`src/pwcf_pkg.sv`:
```
package pwcf_pkg;

   typedef enum logic [1:0] {
      REQ_TICK = 2'd0,
      REQ_RISE = 2'd1,
      REQ_FALL = 2'd2,
      REQ_READ = 2'd3
   } req_kind_type;

   typedef enum logic [1:0] {
      CSR_MIN_WIDTH = 2'd0,
      CSR_MAX_WIDTH = 2'd1,
      CSR_TICK_SCALE = 2'd2,
      CSR_CAPTURE_EN = 2'd3
   } csr_index_type;

   localparam int WIDTH_W = 24;
   localparam int STAMP_W = 32;
   localparam int SCALE_W = 16;
   localparam int FRAC_BITS = 8;
   localparam int CSR_DATA_W = 32;
   localparam int CSR_ADDR_W = 4;

   localparam logic [WIDTH_W-1:0] WIDTH_MAX = 24'hFFFFFF;
   localparam logic [WIDTH_W-1:0] MIN_WIDTH_RESET = 24'd6000;
   localparam logic [WIDTH_W-1:0] MAX_WIDTH_RESET = 24'd14000;
   localparam logic [SCALE_W-1:0] TICK_SCALE_RESET = 16'd256;
   localparam logic CAPTURE_EN_RESET = 1'b1;

   localparam int QUEUE_DEPTH = 4;
   localparam int QUEUE_ADDR_W = 2;
   localparam int CREDIT_W = 3;

   typedef struct packed {
      req_kind_type req_type;
      logic [STAMP_W-1:0] now_ms;
   } req_payload_type;

   typedef struct packed {
      logic entry_valid;
      logic [WIDTH_W-1:0] width_us;
      logic [STAMP_W-1:0] stamp_ms;
   } rsp_payload_type;

endpackage

```
`src/pwcf_stream_if.sv`:
```
interface pwcf_stream_if #(
   parameter type payload_type = logic
);
   logic valid;
   logic ready;
   payload_type payload;

   modport source (output valid, output payload, input ready);
   modport sink (input valid, input payload, output ready);
endinterface

```
`src/pwcf_ram.sv`:
```
module pwcf_ram #(
   parameter int WIDTH = 56,
   parameter int DEPTH = 16,
   localparam int ADDR_W = $clog2(DEPTH)
) (
   input logic clock,
   input logic write_en,
   input logic [ADDR_W-1:0] write_addr,
   input logic [WIDTH-1:0] write_data,
   input logic [ADDR_W-1:0] read_addr,
   output logic [WIDTH-1:0] read_data
);

   logic [WIDTH-1:0] mem_ff [DEPTH];
   logic [WIDTH-1:0] read_data_ff;

   always_ff @(posedge clock) begin
      if (write_en) begin
         mem_ff[write_addr] <= write_data;
      end
      read_data_ff <= mem_ff[read_addr];
   end

   assign read_data = read_data_ff;

endmodule

```
`src/pulse_width_capture_fifo_top.sv`:
```
// Read item: its result is registered in stage 1, stage 2 and the output queue before rsp_chan shows it.
// Tick and rising edge items take effect at once; a falling edge item reaches the store in the next cycle.
// Throughput: one item per cycle; req_chan.ready drops only while four read
// results are outstanding, the depth of the output queue.
// Reset (synchronous): clears count, timestamp, FIFO pointers, fill count and
// output queue; registers return to defaults. Store contents are not cleared.
module pulse_width_capture_fifo_top #(
   parameter int FIFO_DEPTH = 16,
   parameter int COUNT_WIDTH = 24
) (
   input logic clock,
   input logic reset,
   pwcf_stream_if.sink req_chan,
   pwcf_stream_if.source rsp_chan,
   input logic psel,
   input logic penable,
   input logic pwrite,
   input logic [pwcf_pkg::CSR_ADDR_W-1:0] paddr,
   input logic [pwcf_pkg::CSR_DATA_W-1:0] pwdata,
   output logic [pwcf_pkg::CSR_DATA_W-1:0] prdata,
   output logic pready
);

   localparam int ADDR_W = $clog2(FIFO_DEPTH);
   localparam int FILL_W = $clog2(FIFO_DEPTH + 1);
   localparam int PROD_W = COUNT_WIDTH + pwcf_pkg::SCALE_W;
   localparam int SHIFT_W = PROD_W - pwcf_pkg::FRAC_BITS;
   localparam int ENTRY_W = pwcf_pkg::WIDTH_W + pwcf_pkg::STAMP_W;
   localparam logic [COUNT_WIDTH-1:0] COUNT_MAX = {COUNT_WIDTH{1'b1}};

   function automatic logic [ADDR_W-1:0] next_slot(input logic [ADDR_W-1:0] p);
      next_slot = (p == ADDR_W'(FIFO_DEPTH - 1)) ? '0 : p + ADDR_W'(1);
   endfunction

   // configuration registers
   logic [pwcf_pkg::WIDTH_W-1:0] min_width_ff;
   logic [pwcf_pkg::WIDTH_W-1:0] max_width_ff;
   logic [pwcf_pkg::SCALE_W-1:0] scale_ff;
   logic enable_ff;
   logic csr_write;
   pwcf_pkg::csr_index_type csr_index;

   assign pready = 1'b1;
   assign csr_write = psel & penable & pwrite;
   assign csr_index = pwcf_pkg::csr_index_type'(paddr[pwcf_pkg::CSR_ADDR_W-1:2]);

   always_ff @(posedge clock) begin
      if (reset) begin
         min_width_ff <= pwcf_pkg::MIN_WIDTH_RESET;
         max_width_ff <= pwcf_pkg::MAX_WIDTH_RESET;
         scale_ff <= pwcf_pkg::TICK_SCALE_RESET;
         enable_ff <= pwcf_pkg::CAPTURE_EN_RESET;
      end else if (csr_write) begin
         case (csr_index)
            pwcf_pkg::CSR_MIN_WIDTH: min_width_ff <= pwdata[pwcf_pkg::WIDTH_W-1:0];
            pwcf_pkg::CSR_MAX_WIDTH: max_width_ff <= pwdata[pwcf_pkg::WIDTH_W-1:0];
            pwcf_pkg::CSR_TICK_SCALE: scale_ff <= pwdata[pwcf_pkg::SCALE_W-1:0];
            pwcf_pkg::CSR_CAPTURE_EN: enable_ff <= pwdata[0];
            default: ;
         endcase
      end
   end

   always_comb begin
      case (csr_index)
         pwcf_pkg::CSR_MIN_WIDTH: prdata = pwcf_pkg::CSR_DATA_W'(min_width_ff);
         pwcf_pkg::CSR_MAX_WIDTH: prdata = pwcf_pkg::CSR_DATA_W'(max_width_ff);
         pwcf_pkg::CSR_TICK_SCALE: prdata = pwcf_pkg::CSR_DATA_W'(scale_ff);
         pwcf_pkg::CSR_CAPTURE_EN: prdata = pwcf_pkg::CSR_DATA_W'(enable_ff);
         default: prdata = '0;
      endcase
   end

   // accept
   logic [pwcf_pkg::CREDIT_W-1:0] credit_ff, credit_in;
   logic req_fire;
   logic read_fire;
   pwcf_pkg::req_kind_type req_kind;

   assign req_chan.ready = credit_ff < pwcf_pkg::CREDIT_W'(pwcf_pkg::QUEUE_DEPTH);
   assign req_fire = req_chan.valid & req_chan.ready;
   assign req_kind = req_chan.payload.req_type;
   assign read_fire = req_fire && (req_kind == pwcf_pkg::REQ_READ);

   // pulse count and start time
   logic [COUNT_WIDTH-1:0] elapsed_ff, elapsed_in;
   logic [pwcf_pkg::STAMP_W-1:0] start_ff, start_in;

   always_comb begin
      elapsed_in = elapsed_ff;
      start_in = start_ff;
      if (req_fire) begin
         case (req_kind)
            pwcf_pkg::REQ_TICK: begin
               if (elapsed_ff != COUNT_MAX) begin
                  elapsed_in = elapsed_ff + COUNT_WIDTH'(1);
               end
            end
            pwcf_pkg::REQ_RISE: begin
               if (enable_ff) begin
                  elapsed_in = '0;
                  start_in = req_chan.payload.now_ms;
               end
            end
            default: ;
         endcase
      end
   end

   // stage 1: scaled product
   logic s1_push_ff, s1_read_ff;
   logic [PROD_W-1:0] s1_product_ff;
   logic [pwcf_pkg::STAMP_W-1:0] s1_stamp_ff;
   logic [SHIFT_W-1:0] shifted;
   logic [pwcf_pkg::WIDTH_W-1:0] width_sat;
   logic push_ok, read_hit;

   assign shifted = s1_product_ff[PROD_W-1:pwcf_pkg::FRAC_BITS];
   assign width_sat = (shifted > SHIFT_W'(pwcf_pkg::WIDTH_MAX)) ? pwcf_pkg::WIDTH_MAX
                                                                : shifted[pwcf_pkg::WIDTH_W-1:0];
   assign push_ok = s1_push_ff && (width_sat >= min_width_ff) && (width_sat <= max_width_ff);

   // FIFO pointers
   logic [ADDR_W-1:0] wptr_ff, wptr_in, rptr_ff, rptr_in;
   logic [FILL_W-1:0] fill_ff, fill_in;
   logic fifo_full;

   assign fifo_full = fill_ff == FILL_W'(FIFO_DEPTH);
   assign read_hit = s1_read_ff && (fill_ff != '0);

   always_comb begin
      wptr_in = wptr_ff;
      rptr_in = rptr_ff;
      fill_in = fill_ff;
      if (push_ok) begin
         wptr_in = next_slot(wptr_ff);
         if (fifo_full) begin
            rptr_in = next_slot(rptr_ff);
         end else begin
            fill_in = fill_ff + FILL_W'(1);
         end
      end
      if (read_hit) begin
         rptr_in = next_slot(rptr_ff);
         fill_in = fill_ff - FILL_W'(1);
      end
   end

   logic [ENTRY_W-1:0] ram_rdata;

   pwcf_ram #(
      .WIDTH(ENTRY_W),
      .DEPTH(FIFO_DEPTH)
   ) u_store (
      .clock(clock),
      .write_en(push_ok),
      .write_addr(wptr_ff),
      .write_data({width_sat, s1_stamp_ff}),
      .read_addr(rptr_ff),
      .read_data(ram_rdata)
   );

   // stage 2: form result
   logic s2_valid_ff, s2_hit_ff;
   pwcf_pkg::rsp_payload_type s2_result;

   always_comb begin
      s2_result.entry_valid = s2_hit_ff;
      s2_result.width_us = s2_hit_ff ? ram_rdata[ENTRY_W-1:pwcf_pkg::STAMP_W] : '0;
      s2_result.stamp_ms = s2_hit_ff ? ram_rdata[pwcf_pkg::STAMP_W-1:0] : '0;
   end

   // output queue
   pwcf_pkg::rsp_payload_type q_data_ff [pwcf_pkg::QUEUE_DEPTH];
   logic [pwcf_pkg::QUEUE_ADDR_W-1:0] q_head_ff, q_head_in, q_tail_ff, q_tail_in;
   logic [pwcf_pkg::CREDIT_W-1:0] q_count_ff, q_count_in;
   logic rsp_fire;

   assign rsp_chan.valid = q_count_ff != '0;
   assign rsp_chan.payload = q_data_ff[q_head_ff];
   assign rsp_fire = rsp_chan.valid & rsp_chan.ready;

   always_comb begin
      q_head_in = rsp_fire ? q_head_ff + pwcf_pkg::QUEUE_ADDR_W'(1) : q_head_ff;
      q_tail_in = s2_valid_ff ? q_tail_ff + pwcf_pkg::QUEUE_ADDR_W'(1) : q_tail_ff;
      q_count_in = q_count_ff + pwcf_pkg::CREDIT_W'(s2_valid_ff)
                   - pwcf_pkg::CREDIT_W'(rsp_fire);
      credit_in = credit_ff + pwcf_pkg::CREDIT_W'(read_fire)
                  - pwcf_pkg::CREDIT_W'(rsp_fire);
   end

   always_ff @(posedge clock) begin
      if (s2_valid_ff) begin
         q_data_ff[q_tail_ff] <= s2_result;
      end
      s1_product_ff <= PROD_W'(elapsed_ff) * PROD_W'(scale_ff);
      s1_stamp_ff <= start_ff;
   end

   always_ff @(posedge clock) begin
      if (reset) begin
         elapsed_ff <= '0;
         start_ff <= '0;
         s1_push_ff <= 1'b0;
         s1_read_ff <= 1'b0;
         wptr_ff <= '0;
         rptr_ff <= '0;
         fill_ff <= '0;
         s2_valid_ff <= 1'b0;
         s2_hit_ff <= 1'b0;
         q_head_ff <= '0;
         q_tail_ff <= '0;
         q_count_ff <= '0;
         credit_ff <= '0;
      end else begin
         elapsed_ff <= elapsed_in;
         start_ff <= start_in;
         s1_push_ff <= req_fire && (req_kind == pwcf_pkg::REQ_FALL) && enable_ff;
         s1_read_ff <= read_fire;
         wptr_ff <= wptr_in;
         rptr_ff <= rptr_in;
         fill_ff <= fill_in;
         s2_valid_ff <= s1_read_ff;
         s2_hit_ff <= read_hit;
         q_head_ff <= q_head_in;
         q_tail_ff <= q_tail_in;
         q_count_ff <= q_count_in;
         credit_ff <= credit_in;
      end
   end

   a_fill_bound: assert property (@(posedge clock) disable iff (reset)
      fill_ff <= FILL_W'(FIFO_DEPTH))
      else $error("fill count above depth");

   a_queue_credit: assert property (@(posedge clock) disable iff (reset)
      q_count_ff <= credit_ff)
      else $error("output queue holds more than outstanding reads");

   a_tick_count: assert property (@(posedge clock) disable iff (reset)
      req_fire && (req_kind == pwcf_pkg::REQ_TICK) && (elapsed_ff != COUNT_MAX)
      |=> elapsed_ff == $past(elapsed_ff) + COUNT_WIDTH'(1))
      else $error("tick did not advance count");

   a_full_push: assert property (@(posedge clock) disable iff (reset)
      push_ok && fifo_full |=> fifo_full)
      else $error("push into full FIFO changed fill count");

endmodule

```
`src/flat_wrapper.sv`:
```
// flat-port wrapper written by rule: the top's interface ports become plain ports
module pulse_width_capture_fifo_top_flat 
#(
   parameter int FIFO_DEPTH = 16,
   parameter int COUNT_WIDTH = 24
)
  (clock, reset, psel, penable, pwrite, paddr, pwdata, prdata, pready, req_chan_valid, req_chan_payload, req_chan_ready, rsp_chan_valid, rsp_chan_payload, rsp_chan_ready);
  pwcf_stream_if #(.payload_type(pwcf_pkg::req_payload_type)) req_chan_i ();
  pwcf_stream_if #(.payload_type(pwcf_pkg::rsp_payload_type)) rsp_chan_i ();
  input logic clock;
  input logic reset;
  input logic psel;
  input logic penable;
  input logic pwrite;
  input logic [pwcf_pkg::CSR_ADDR_W-1:0] paddr;
  input logic [pwcf_pkg::CSR_DATA_W-1:0] pwdata;
  output logic [pwcf_pkg::CSR_DATA_W-1:0] prdata;
  output logic pready;
  input wire logic [$bits(req_chan_i.valid)-1:0] req_chan_valid;
  input wire logic [$bits(req_chan_i.payload)-1:0] req_chan_payload;
  output wire logic [$bits(req_chan_i.ready)-1:0] req_chan_ready;
  output wire logic [$bits(rsp_chan_i.valid)-1:0] rsp_chan_valid;
  output wire logic [$bits(rsp_chan_i.payload)-1:0] rsp_chan_payload;
  input wire logic [$bits(rsp_chan_i.ready)-1:0] rsp_chan_ready;
  assign req_chan_i.valid = req_chan_valid;
  assign req_chan_i.payload = req_chan_payload;
  assign req_chan_ready = req_chan_i.ready;
  assign rsp_chan_valid = rsp_chan_i.valid;
  assign rsp_chan_payload = rsp_chan_i.payload;
  assign rsp_chan_i.ready = rsp_chan_ready;
  pulse_width_capture_fifo_top #(.FIFO_DEPTH(FIFO_DEPTH), .COUNT_WIDTH(COUNT_WIDTH)) u_core (.clock(clock), .reset(reset), .req_chan(req_chan_i), .rsp_chan(rsp_chan_i), .psel(psel), .penable(penable), .pwrite(pwrite), .paddr(paddr), .pwdata(pwdata), .prdata(prdata), .pready(pready));
endmodule
```
`config.mk`:
```
export PLATFORM = sky130hd
export DESIGN_NAME = pulse_width_capture_fifo_top_flat
export DESIGN_NICKNAME = d
export VERILOG_FILES = /design/src/pwcf_pkg.sv /design/src/pwcf_stream_if.sv /design/src/pwcf_ram.sv /design/src/pulse_width_capture_fifo_top.sv /design/src/flat_wrapper.sv
export SDC_FILE = /design/constraint.sdc
export NUM_CORES = 2
export LEC_CHECK = 0
export ABC_CLOCK_PERIOD_IN_PS = 8900
export BUFFER_PORTS_ARGS = -buffer_cell sky130_fd_sc_hd__buf_2
export CAP_MARGIN = 20
export CORE_ASPECT_RATIO = 1.4
export CORE_MARGIN = 2
export CORE_UTILIZATION = 63
export DETAILED_ROUTE_END_ITERATION = 6
export PLACE_DENSITY = 0.8
export SETUP_SLACK_MARGIN = 0.02
export SLEW_MARGIN = 15
export SYNTH_ARGS = -nofsm -noshare
export SYNTH_HDL_FRONTEND = slang
export SYNTH_SLANG_ARGS = --single-unit
```
`constraint.sdc`:
```
create_clock -name clock -period 8.9 [get_ports clock]
set_input_delay 0.445 -clock clock [delete_from_list [all_inputs] [get_ports clock]]
set_output_delay 0.445 -clock clock [all_outputs]
set_load 0.005 [all_outputs]
```
==> flow_summary_export.csv <==
group,metric,value,unit
grt,gr-total-overflow,0,
setup_path,critPathKind,"register to register",
grt,grt_max_degree,118,
route,wl_per_cell,26.84,um
die,fp.coreArea,0.1012,mm^2
setup_path,rrSetupSlack,1600,ps
sta,timing.final.crit_share,0.8198,
route,firstDrtPassIters,6,
route,wl,153.0,mm
yosys,synth_ff_type,"edfxtp_1",
clock_network,postCtsHoldBufs,51,
route,route.vias.total,35560,
sta,finalHoldViolCount,0,
route,detail_route.vias_per_cell,6.238,
die,rows,138,
grt,grt.total_usage,0.2991,
die,die_w,274.1,um
setup_path,critPathLaunchType,"register",
die,die_h,382.2,um
sta,rsz0062_at_grt,"false",
grt,antenna_found_initial,5,
power_and_ir_drop,peakVddDrop,0.1829,mV
layout,nets,4827,
clock_network,htree_levels,3,
setup_path,crit_arrival,7910,ps
setup_path,cp_cell_sequence,"buf_4 -> nand2_1 -> fa_1 -> inv_1 -> fa_1 -> inv_1 -> fa_1 -> inv_1 -> fa_1 -> fa_1 -> inv_1 -> fa_1 -> inv_1 -> ha_1 -> and4_1 -> nand2_1 -> or2_1 -> a2111oi_2 -> o31ai_2 -> o21ai_1 -> a31o_2 -> a21oi_1 -> xnor2_1",
setup_path,crit_slowest_cell,"dfxtp_1",
sta,max_freq,0.1371,GHz
sta,slew_violations,0,
setup_path,cp_slowest_stage_delay,920,ps
sta,max_slew_margin,0.2017,
yosys,muxShareOfSynthArea,0.1233,
setup_path,r2r-start,"u_core.scale_ff[6]",
job,drv_cap,0,
sta,setup_viol,0,
clock_network,clock-sinks,1394,
yosys,synthAdderAreaFrac,0.1297,
yosys,synth_edf_count,1124,
yosys,ys_ff_latch,1394,
setup_path,r2r-end,"u_core.s1_product_ff[39]",
die,initial_utilization,0.6360,
route,ant_nets,0,
yosys,synth.most_common_cell,"edfxtp_1",
setup_path,cp_common_cell,"fa_1",
layout,diodes,0,
route,dr.first_iter.drc_count,3415,
yosys,synth_compound_area_frac,0.02460,
sta,worst_pin_slew,1196,ps
worst_hold_path,worst_hold_path.num_cells,3,
setup_path,r2r_cells,23,
grt,grt_pass1_vias,37830,
sta,fin_crit,7296,ps
clock_network,cts_resized,0,
yosys,synth-simple-area-share,0.06739,
sta,setup_tns,0,ps
worst_hold_path,hp-class,"input port to register",
yosys,synth_top_family_by_area,"adder cells",
grt,grt_pass1_wl,230.5,mm
clock_network,cts.reportedPaths.clkPinSlew,70,ps
yosys,synth-xor-area-share,0.008303,
place,gp_congestion,0.8588,
setup_path,worstSetupEndpointType,"register",
die,die_area,0.1047,mm^2
yosys,synth_top_cell_by_area,"edfxtp_1",
yosys,syn_avg_cell_area,15.68,um^2
clock_network,cts_buffer_depth,3,
route,drc_errors,0,
clock_network,clock_latency,740,ps
yosys,synth_cell_types,76,
clock_network,cts_setup_buffers,0,
worst_hold_path,hold_end,"u_core.start_ff[31]",
worst_hold_path,hp-start,"req_chan_payload[31]",
die,io_pins,169,
power_and_ir_drop,leakagePower,23.97,nW
layout,drive_above_1_share,0.1869,
clock_network,cts_buffers,118,
layout,syn_to_final_growth,10.39,%
yosys,ys_seq_area_frac,0.6085,
place,portBuffers,149,
layout,finish.utilization,0.7021,
setup_path,path_max_fanout,14,
yosys,synth_common_cells,"edfxtp_1, nand2_1, inv_1",
yosys,synthArstFlopShare,0,
layout,fillers,6345,
yosys,yosysWarnings,0,
setup_path,required,9510,ps
yosys,synth.area.top_cells,"edfxtp_1, mux4_2, fa_1",
sta,finClkSkew,27.99,ps
power_and_ir_drop,powerDensity,181.5,mW/mm^2
yosys,synthCells,4105,
yosys,netlist_area,0.06435,mm^2
yosys,yosysTopAreaCellShare,0.5245,
place,dpl.hpwl,87.06,mm
outcome,outcome,"finished, final reports clean",
clock_network,cts_tree,"done",
clock_network,root_buffer,"clkbuf_16",
cell usage in the layout (no fill, tap or decap), types with 26 or more instances in the layout:
| master | instances |
|---|---|
| xor2_1 | 33 |
| mux2i_1 | 31 |
| nor2_1 | 68 |
| clkbuf_16 | 118 |
| clkinv_2 | 33 |
| buf_4 | 53 |
| ha_1 | 174 |
| mux4_2 | 338 |
| and2_1 | 219 |
| buf_2 | 148 |
| edfxtp_1 | 1124 |
| xnor2_1 | 28 |
| fa_1 | 308 |
| o21ai_0 | 26 |
| dlygate4sd3_1 | 51 |
| dfxtp_1 | 264 |
| a21oi_1 | 122 |
| nand2_1 | 460 |
| inv_1 | 404 |
flip-flops by register name (all words and copies together), names as in the netlist, named ones only:
signal / cells
u_core.max_width_ff: 24
u_core.u_store.read_data: 56
u_core.fill_ff: 5
u_core.s2_valid_ff: 1
u_core.min_width_ff: 24
u_core.u_store.mem_ff: 896
u_core.credit_ff: 3
u_core.elapsed_ff: 24
u_core.s1_push_ff: 1
u_core.q_tail_ff: 2
u_core.s1_stamp_ff: 32
u_core.scale_ff: 16
u_core.wptr_ff: 4
u_core.q_head_ff: 2
u_core.s2_hit_ff: 1
u_core.s1_product_ff: 32
u_core.start_ff: 32
u_core.rptr_ff: 4
u_core.q_data_ff: 228
u_core.enable_ff: 1
u_core.s1_read_ff: 1
u_core.q_count_ff: 3
layer usage:
layer	part of all wire	global-route usage
met5	0.00018	0
met3	0.074	0.04197
met1	0.36	0.3730
met4	0.040	0.1231
met2	0.53	0.5268
report_power, final:
group	internal [W]	switching (W)
Sequential	0.00702	0.0000881
Clock	0.00284	0.00243
Combinational	0.000262	0.000257
Total	0.0101	0.00277
cells by family after synthesis:
logic type,after synthesis
multiplexers,370
AO/OA/AOI/OAI,255
buffers and inverters,634
XOR/XNOR,61
other,2
AND/OR/NAND/NOR,907
flip-flops,1394
adder cells (fa/ha/maj),482
layout make-up:
type	instances	area, um^2	area share
clock inverter	78	802.0	0.01129
timing repair buffer	262	1847	0.02600
tap	1330	1664	0.02343
inverter	408	1534	0.02159
clock buffer	145	3114	0.04384
sequential	1394	39180	0.5515
multi-input combinational	2084	22900	0.3224
critical path: cells and delay by family, from the launching register on:
family                   cells  cell delay, ps
adder cells (fa/ha/maj)      7            3290
AO/OA/AOI/OAI                5            1490
flip-flops                   1             920
AND/OR/NAND/NOR              4             760
buffers and inverters        6             580
XOR/XNOR                     1             120
per-stage QoR:
step                      worst slack (ps)  cell area [um^2]  instances  hold slack, ps  total power (W)
after floorplan                       1463             64380       4112           330.6         0.007555
after global placement                1708             66550       5424           333.6         0.007745
after detailed placement              1647             66550       5424           336.4         0.007756
after CTS                             1642             70980       5698          0.3653          0.01294
after global routing                  1382             71040       5701           20.26          0.01320
final                                 1604             71040       5701           38.92          0.01289
how the worst max path moves through the flow:
stage | start | endpoint | slack (ps) | cells after the start
3_5_place_dp | u_core.scale_ff[6] | u_core.s1_product_ff[39] | 1650 | 23
4_1_cts | u_core.scale_ff[6] | u_core.s1_product_ff[39] | 1640 | 23
5_1_grt | u_core.scale_ff[10] | u_core.s1_product_ff[39] | 1380 | 20
6_report | u_core.scale_ff[6] | u_core.s1_product_ff[39] | 1600 | 23
2_1_floorplan | u_core.s1_product_ff[36] | u_core.u_store.mem_ff[2][0] | 1460 | 16
3_3_place_gp | u_core.scale_ff[6] | u_core.s1_product_ff[39] | 1710 | 23
Power figures use the tool's default switching activity.
